`src/pcpt_pkg.sv`:
```
// Package for the per-core progress table: opcodes, field widths, state codes.
// No dependencies.
package pcpt_pkg;
   localparam int OpW = 3;
   localparam logic [OpW-1:0] OP_INIT_DIRECT  = 3'd0;
   localparam logic [OpW-1:0] OP_INIT_CHUNKED = 3'd1;
   localparam logic [OpW-1:0] OP_INIT_EVEN    = 3'd2;
   localparam logic [OpW-1:0] OP_POST         = 3'd3;
   localparam logic [OpW-1:0] OP_READ         = 3'd4;
   localparam logic [23:0] FRAC_MAX = 24'hFFFFFF;

   typedef enum logic [3:0] {
      ST_IDLE, ST_CLEAR, ST_RD, ST_DIV1, ST_DIV1W, ST_DIV2, ST_DIV2W, ST_CALC,
      ST_WB, ST_RESP
   } state_type;

   typedef struct packed {
      logic        start;
      logic [63:0] dividend;
      logic [31:0] divisor;
   } div_req_type;
endpackage

```
`src/pcpt_div.sv`:
```
// Radix-2 restoring divider: 64-bit dividend by 32-bit divisor, one bit a cycle.
// Depends on pcpt_pkg. Divisor must be nonzero.
module pcpt_div import pcpt_pkg::*; (
   input  logic        clock,
   input  logic        reset,
   input  div_req_type req,
   output logic        busy,
   output logic [63:0] quotient,
   output logic [31:0] remainder
);
   logic [63:0] q_ff, q_in;
   logic [32:0] r_ff, r_in;
   logic [31:0] d_ff, d_in;
   logic [6:0]  n_ff, n_in;
   logic [32:0] trial;

   // Shift one dividend bit into the partial remainder per cycle
   always_comb begin
      q_in = q_ff; r_in = r_ff; d_in = d_ff; n_in = n_ff;
      trial = {r_ff[31:0], q_ff[63]} - {1'b0, d_ff};
      if (req.start) begin
         q_in = req.dividend; r_in = '0; d_in = req.divisor; n_in = 7'd64;
      end else if (n_ff != 7'd0) begin
         n_in = n_ff - 7'd1;
         if (!trial[32]) begin
            r_in = trial; q_in = {q_ff[62:0], 1'b1};
         end else begin
            r_in = {r_ff[31:0], q_ff[63]}; q_in = {q_ff[62:0], 1'b0};
         end
      end
   end

   always_ff @(posedge clock) begin
      if (reset) n_ff <= '0;
      else n_ff <= n_in;
      q_ff <= q_in; r_ff <= r_in; d_ff <= d_in;
   end

   assign busy = (n_ff != 7'd0);
   assign quotient = q_ff;
   assign remainder = r_ff[31:0];

`ifndef SYNTHESIS
   a_count: assert property (@(posedge clock) disable iff (reset)
      (n_ff != 7'd0 && !req.start) |=> n_ff == $past(n_ff) - 7'd1)
      else $error("divider count skipped");
   a_start: assert property (@(posedge clock) disable iff (reset)
      req.start |=> busy) else $error("divider did not start");
   a_rem: assert property (@(posedge clock) disable iff (reset)
      busy |-> r_ff <= {1'b0, d_ff}) else $error("remainder out of range");
`endif
endmodule

```
`config.mk`:
```
export PLATFORM = sky130hd
export DESIGN_NAME = pcpt_div
export DESIGN_NICKNAME = d
export VERILOG_FILES = /design/src/pcpt_pkg.sv /design/src/pcpt_div.sv
export SDC_FILE = /design/constraint.sdc
export NUM_CORES = 1
export LEC_CHECK = 0
export ABC_AREA = 1
export BUFFER_PORTS_ARGS = -buffer_cell sky130_fd_sc_hd__buf_2
export CAP_MARGIN = 20
export CORE_ASPECT_RATIO = 0.75
export CORE_UTILIZATION = 50
export DETAILED_ROUTE_END_ITERATION = 10
export PLACE_DENSITY = 0.73
export SLEW_MARGIN = 20
export SYNTH_ARGS = -nofsm -noshare
export SYNTH_HDL_FRONTEND = slang
export SYNTH_SLANG_ARGS = --single-unit
```
`constraint.sdc`:
```
create_clock -name clock -period 4.6 [get_ports clock]
set_clock_uncertainty 0.2 [all_clocks]
set_input_delay 0.46 -clock clock [delete_from_list [all_inputs] [get_ports clock]]
set_output_delay 0.46 -clock clock [all_outputs]
set_load 0.005 [all_outputs]
```
Word level (Yosys, flattened, before mapping)

Cells that the tools add are included.

Register bits after elaboration: 135
Input port bits: 99
Output and inout port bits: 97
Word-level logic and storage cells: 16

Add/sub/neg operators: 2
Mux-type cells: 6
Reduce and logical (&&, ||, !) cells: 3

Operator list:

| operator                                         | number |
|---|---|
| two-way mux 64 bit                               | 2 |
| subtractor 33 x 32 -> 33 bit                     | 1 |
| two-way mux 32 bit                               | 1 |
| two-way mux 7 bit                                | 2 |
| nonzero test 7 bit                               | 1 |
| subtractor 7 x 1 -> 7 bit, second input constant | 1 |
| nonzero test 2 bit                               | 1 |
| OR reduction 2 bit                               | 1 |
| two-way mux 1 bit                                | 1 |

Longest topological paths before layout

Gate-level depths: netlist (run 1).

Word-level depth: 4
Depth in mapped cells: 19
Mapped depth without buffers: 18

Worst setup path after synthesis (run 1)

OpenSTA, ideal clock, no wires.

Path type: register to register
Start point: reg n_ff[0]
End point: reg q_ff[0], in the netlist quotient[0], enable pin
Library setup time: 689 ps
Arrival time: 2102 ps
Data required time: 3711 ps
Setup slack: 1609 ps
Cell stages (with the launch flop): 8
Buffers on the path: 0
Period minus slack after synthesis: 2991 ps
Cell sequence: dfxtp_1 inv_1 ha_1 nand2_1 nor3_1 inv_1 nor2_1 nand2_1

Longest elaborated chain between the ends: 2

Ends and longest elaborated chain:

| what                                | line           | text |
|---|---|---|
| start, declared                     | pcpt_div.sv:14 | `logic [6:0] n_ff, n_in;` |
| start signal, assigned              | pcpt_div.sv:35 | `else n_ff <= n_in;` |
| nonzero test 7 bit                  | pcpt_div.sv:23 | `end else if (n_ff != 7'd0) begin` |
| nonzero test 2 bit (no source line) | n/a            |  |
| end signal, assigned                | pcpt_div.sv:36 | `q_ff <= q_in; r_ff <= r_in; d_ff <= d_in;` |
| end, declared                       | pcpt_div.sv:11 | `logic [63:0] q_ff, q_in;` |

No other way between the ends.
A chain may end at the register's enable or synchronous reset.

Worst setup path after layout (run 1)

Start point: reg n_ff[0]
End point: out busy

Longest elaborated chain between the ends: 1

Ends and longest elaborated chain:

| what               | line           | text |
|---|---|---|
| nonzero test 7 bit | pcpt_div.sv:39 | `assign busy = (n_ff != 7'd0);` |
| end, declared      | pcpt_div.sv:7  | `output logic busy,` |

No other way between the ends.

==> results of run 1 <==
## worst max-delay path by stage
stage	slack [ps]	cells after the start	startpoint	endpoint
2_1_floorplan	1610	7	n_ff[0]	quotient[0]
3_3_place_gp	1970	15	quotient[63]	quotient[0]
3_5_place_dp	1850	18	quotient[63]	r_ff[1]
4_1_cts	1830	18	quotient[63]	r_ff[0]
5_1_grt	1560	8	n_ff[0]	busy
6_report	1820	8	n_ff[0]	busy
## cell usage in the layout, fill, tap and decap left out, types with 4 or more instances in the layout
cell type,n
edfxtp_1,96
dfxtp_1,39
clkbuf_16,17
a21oi_1,20
nand4_1,6
nor3_1,6
nand2_2,30
nor2_2,5
dlygate4sd3_1,19
inv_1,193
inv_6,4
nand2_1,487
buf_2,194
nand2_4,5
nor2_1,110
inv_2,6
nand3_1,97
o21ai_0,5
ha_1,33
xor2_1,11
buf_4,6
## area by class of cell
type | count | area, um^2
Timing Repair Buffer | 219 | 1206
Inverter | 200 | 750.7
Clock inverter | 15 | 190.2
Sequential cell | 135 | 3664
Fill cell | 1525 | 5891
Multi-Input combinational cell | 838 | 3926
Tap cell | 210 | 262.8
Clock buffer | 17 | 425.4
## what timing repair did
action | in CTS | in global routing
endpoints found under the setup margin | 0 | 0
hold buffers | 14 | 5
gates resized for setup | 0 | 0
hold endpoints to repair | 14 | 5
## through the flow
stage | worst slack [ps] | utilization, % | instance area (um^2) | power, mW
floorplan | 1609 | - | 8497 | 4.358
global placement | 1967 | 58.96 | 9619 | 5.261
detailed placement | 1853 | 58.96 | 9619 | 5.309
CTS | 1832 | 63.59 | 10380 | 6.786
global route | 1564 | 63.90 | 10430 | 7.348
finish | 1824 | 63.90 | 10430 | 6.786
## cells by family (layout without fill, tap and decap cells)
| family | after synthesis | after routing | share of synthesized area [%] |
|---|---|---|---|
| fa+ha+maj | 34 | 34 | 5.095 |
| buf+inv | 231 | 451 | 10.71 |
| xor+xnor | 14 | 14 | 1.443 |
| simple gates | 758 | 758 | 37.45 |
| flops | 135 | 135 | 43.12 |
| compound gates | 32 | 32 | 2.194 |
## power breakdown
group          internal [mW]  switching (mW)  leakage (nW)
Sequential              1.70           0.275          1.32
Clock                  0.866           0.575         0.300
Combinational           1.20            2.17          4.29
## flip-flops by register name, summed over array words and instances, names as in the netlist
name,cells
quotient,64
r_ff,32
d_ff,32
n_ff,7
## worst register-to-register path, cell delays in order, from the launching register on
cell and delay, ps:
edfxtp_1 370, inv_1 50, ha_1 220, fa_1 420
inv_1 120, nand2_1 60, nand2_1 70, nand3_1 80
nand2_2 110, nand2_2 60, nand2_2 80, nand2_4 80
nand2_4 90, nand2_4 160, nand2_4 280, nand2_1 100
nand3_1 80, nand2_1 50, inv_1 40
## metal layers
| metal | GRT usage [%] | part of all wire [%] | wire length (um) |
|---|---|---|---|
| met4 | 6.801 | 1.2 | 265 |
| met1 | 38.34 | 49 | 10890 |
| met2 | 40.28 | 43 | 9669 |
| met5 | 0 | 0 | 0 |
| met3 | 5.654 | 7.2 | 1614 |
## synth_stat cells, types with 2 or more instances
cell type	n	area share, %
nand2_1	488	22
inv_1	194	8.6
nor2_1	110	4.9
nand3_1	97	5.7
edfxtp_1	96	34
dfxtp_1	39	9.2
ha_1	33	4.9
nand2_2	29	2.1
a21oi_1	20	1.2
clkbuf_1	19	0.84
xor2_1	11	1.1
buf_2	6	0.35
nand4_1	6	0.44
nor3_1	6	0.35
inv_2	5	0.22
nand2_4	5	0.66
nor2_2	5	0.37
o21ai_0	5	0.29
and2_1	3	0.22
nand3b_1	3	0.27
xnor2_1	3	0.31
a21o_1	2	0.18
a21oi_2	2	0.21
buf_1	2	0.088
buf_4	2	0.18
nand3_4	2	0.41
==> flow_summary.ini, run 1 <==
[layout]
finalNetCount = 1544
n_antenna_cell = 0
area_growth_pct = 22.69
layout.cells.non_filler = 1634
drive_gt1_share_pct = 19.94

[global_routing]
grt_remaining_overflow = 0
antenna_found_initial = 0
grtUsageTotal_pct = 26.47
grt_start_max_net_pins = 73
first_global_vias = 7295
grt_pass1_wl_um = 36300

[sta]
worst_pin_slew_ps = 792.3
post-route-period-util_pct = 60.36
finalHoldViolCount = 0
layout_min_cycle_time_ps = 2776
slew_headroom_pct = 47.18
tns_ps = 0
rsz0062_at_grt = false
slew_violations = 0
hold_ws_ps = 11.13
fmaxAchievable_ghz = 0.3602
setup_viol = 0

[setup_path]
critPathBufInv = 4
cp_data_arrival_time_ps = 2120
path_class = reg2out
start_kind = flop
crit_chain = inv_1 -> ha_1 -> nand2_1 -> nor3_1 -> inv_1 -> nor2_1 -> inv_2 -> buf_2
crit_path_max_incr_delay_ps = 320
cp.required_ps = 3940
timing.rr.start = quotient[63]
r2r_slack_ps = 1830
cp_slowest_cell = nor2_1
cp-end-kind = output port
cp_max_fo = 25
rr_endpoint = r_ff[18]
r2r_cells = 18
critPathMostFrequentCell = inv_1
crit_family = buffers and inverters

[yosys]
synth-seq-area-share_pct = 43.12
synth_cells = 1204
syn_area_mm2 = 0.008497
synth_edf_count = 96
synth_seq_cells = 135
synth_nets = 1337
async_flop_share_pct = 0
synth_area_per_cell_um2 = 7.057
synth_cell_types = 37
ys_warn_count = 0
synth_top_flop_cell = edfxtp_1

[power]
power_density_mw_per_mm2 = 651.0
ir_drop_v = 0.0003134
p_leak_nw = 5.902

[detailed_routing]
drc_errors = 5
num_vias = 7926
wl_per_cell_um = 13.73
dr.first_iter.drc_count = 651
ant_nets = 0
detail_route.vias_per_cell = 4.851
wl_um = 22440
first_pass_iters = 9

[die]
dieArea_mm2 = 0.01752
initial_core_util_pct = 52.08
dieWidth_um = 152.5
die_h_um = 114.9
fp-row-count = 40
ios = 196
placeableCoreArea_mm2 = 0.01632

[min_path]
worstHoldStart = req[15]
hp-class = in2reg
min_to = d_ff[15]
hold_depth = 1

[clock_network]
h-tree-depth = 4
cts_sinks = 135
cts.reportedPaths.clkPinSlew_ps = 60
cts_setup_buffers = 0
cts_tree = done
clockBufferDepth = 2
clock-root-buffer = clkbuf_16
cts_buffers = 17
worstSkewPairLatency_ps = 430

[run_status]
violations = DRC
status = complete, but fails checks

[placed_design]
portBuffers = 195
dp_hpwl_um = 16690
gp_congestion = 0.8893
placed_cells_incl_taps = 1583

[job]
maxCapViolCount = 0
Note: power is estimated with default switching activity, not from simulation.
==> run 2, diff against run 1 <==
--- a/config.mk
+++ b/config.mk
@@ -11,7 +11,7 @@
 export CORE_ASPECT_RATIO = 0.75
 export CORE_UTILIZATION = 50
 export DETAILED_ROUTE_END_ITERATION = 10
-export PLACE_DENSITY = 0.73
+export PLACE_DENSITY = 0.76
 export SLEW_MARGIN = 20
 export SYNTH_ARGS = -nofsm -noshare
 export SYNTH_HDL_FRONTEND = slang
==> constraint.sdc (replaced) <==
create_clock -name clock -period 2.4 [get_ports clock]
set_clock_uncertainty 0.2 [all_clocks]
set_input_delay 0.24 -clock clock [delete_from_list [all_inputs] [get_ports clock]]
set_output_delay 0.24 -clock clock [all_outputs]
set_load 0.005 [all_outputs]
==> flow_summary.ini, run 2 (synthesis gave the netlist of run 1 again) <==
[die]
dieWidth_um = 152.5
dieArea_mm2 = 0.01752
initial_core_util_pct = 52.08
die_h_um = 114.9
placeableCoreArea_mm2 = 0.01632
fp-row-count = 40
ios = 196

[detailed_routing]
wl_per_cell_um = 14.98
detail_route.vias_per_cell = 4.979
first_pass_iters = 11
wl_um = 26560
ant_nets = 0
dr.first_iter.drc_count = 816
num_vias = 8827
drc_errors = 2

[clock_network]
cts_tree = done
worstSkewPairLatency_ps = 430
cts_sinks = 135
h-tree-depth = 4
cts.reportedPaths.clkPinSlew_ps = 60
cts_buffers = 17
clockBufferDepth = 2
clock-root-buffer = clkbuf_16

[setup_path]
r2r_cells = 16
cp-end-kind = flop
crit_chain = inv_2 -> ha_2 -> fa_2 -> inv_2 -> nand2_1 -> nand2_2 -> nand3_2 -> nand2_2 -> nand2_2 -> nand2_2 -> nand2_4 -> nand3_4 -> nand2_8 -> nor2_1 -> nor2_2 -> nor2_1
cp.required_ps = 2550
rr_endpoint = r_ff[30]
path_class = reg2reg
crit_path_max_incr_delay_ps = 360
cp_data_arrival_time_ps = 2630
cp_max_fo = 10
start_kind = flop
cp_slowest_cell = edfxtp_1
timing.rr.start = quotient[63]
r2r_slack_ps = -70
critPathMostFrequentCell = nand2_2

[power]
finalPower_mw = 14.76
p_leak_nw = 6.591
power_density_mw_per_mm2 = 1217
ir_drop_v = 0.0006961

[layout]
final_common_cell = nand2_1
multiInputGateArea_mm2 = 0.004287
fillers = 1229
finalNetCount = 1681
largest_reg_flops = 64
mostFrequentLayoutCells = nand2_1 (478), buf_2 (194), inv_1 (184)
layout.cells.non_filler = 1773
drive_gt1_share_pct = 26.33
seq_area_mm2 = 0.003669
area_growth_pct = 42.78

[sta]
fmaxAchievable_ghz = 0.4043
layout_min_cycle_time_ps = 2473
slew_headroom_pct = 60.55
setup_viol = 28
fin_ws_ps = -73.23
rsz0062_at_grt = true
slew_violations = 0
worst_pin_slew_ps = 591.7
finalHoldViolCount = 0
post-route-period-util_pct = 103.1

[global_routing]
first_global_vias = 8225
grt_remaining_overflow = 0
grt_pass1_wl_um = 39940
grtUsageTotal_pct = 29.02
antenna_found_initial = 0
grt_start_max_net_pins = 128

[placed_design]
dp_hpwl_um = 16700
placed_cells_incl_taps = 1631
portBuffers = 195
gp_congestion = 0.9714

[min_path]
worstHoldStart = req[96]
min_to = n_ff[6]
hold_depth = 3
hp-class = in2reg

[run_status]
violations = DRC, setup timing
status = complete, but fails checks

[job]
maxCapViolCount = 0
[run 2: final cells by class]
cell class	count	share of cell area, %
antenna	2	0.04125
clock buffer	17	3.507
clock inverter	15	1.495
inverter	200	6.188
multi-input combinational	839	35.33
sequential	135	30.24
tap	210	2.166
timing repair buffer	355	21.03
[run 2: where the power goes]
group / internal [mW] / total, mW / switching (mW)
combinational: 3.40 / 8.22 / 4.82
clock: 1.58 / 2.74 / 1.16
sequential: 3.27 / 3.81 / 0.540
[run 2: per-layer routing]
layer	wire length, um	up-vias	share of wire, %	GRT usage (%)
met5	0	-	0	0
met4	638	0	2.4	10.84
met2	12460	302	47	47.62
li1	-	4394	-	-
met3	1595	55	6.0	5.767
met1	11870	4076	45	38.42
[run 2: per-stage QoR]
stage | util (%) | setup WS, ps | hold slack [ps] | setup TNS, ps | area, um^2
after floorplan | - | -45.27 | 109.1 | -45.27 | 8502
after global placement | 61.64 | -15.71 | 213.0 | -15.71 | 10060
after detailed placement | 61.64 | -89.78 | 218.3 | -978.8 | 10060
after CTS | 72.32 | -50.23 | 144.8 | -847.5 | 11800
after global routing | 74.33 | -222.5 | 187.3 | -5479 | 12130
final | 74.36 | -73.23 | 159.8 | -849.6 | 12130
[run 2: critical path, delay by kind of cell, from the launching register on]
| family | cells | cell delay (ps) |
|---|---|---|
| buffers and inverters | 2 | 100 |
| and+or+nand+nor | 12 | 1190 |
| DFF | 1 | 360 |
| adders and majority gates | 2 | 550 |
[run 2: how the worst max path moves through the flow]
stage / from / endpoint / slack, ps / cells after the start
3_5_place_dp: quotient[63] / r_ff[30] / -90 / 17
4_1_cts: d_ff[0] / r_ff[2] / -50 / 16
3_3_place_gp: quotient[63] / quotient[0] / -20 / 15
5_1_grt: quotient[63] / r_ff[30] / -220 / 16
2_1_floorplan: quotient[63] / quotient[0] / -50 / 16
6_report: quotient[63] / r_ff[30] / -70 / 16
[run 2: timing repair]
action                                  CTS  global route
endpoints found under the setup margin   34            34
pin swaps                                13            22
endpoints found under the hold margin   103             0
setup buffers                             2             6
hold buffers                             97             0
gates resized for setup                  29            47
gates cloned                              1             2
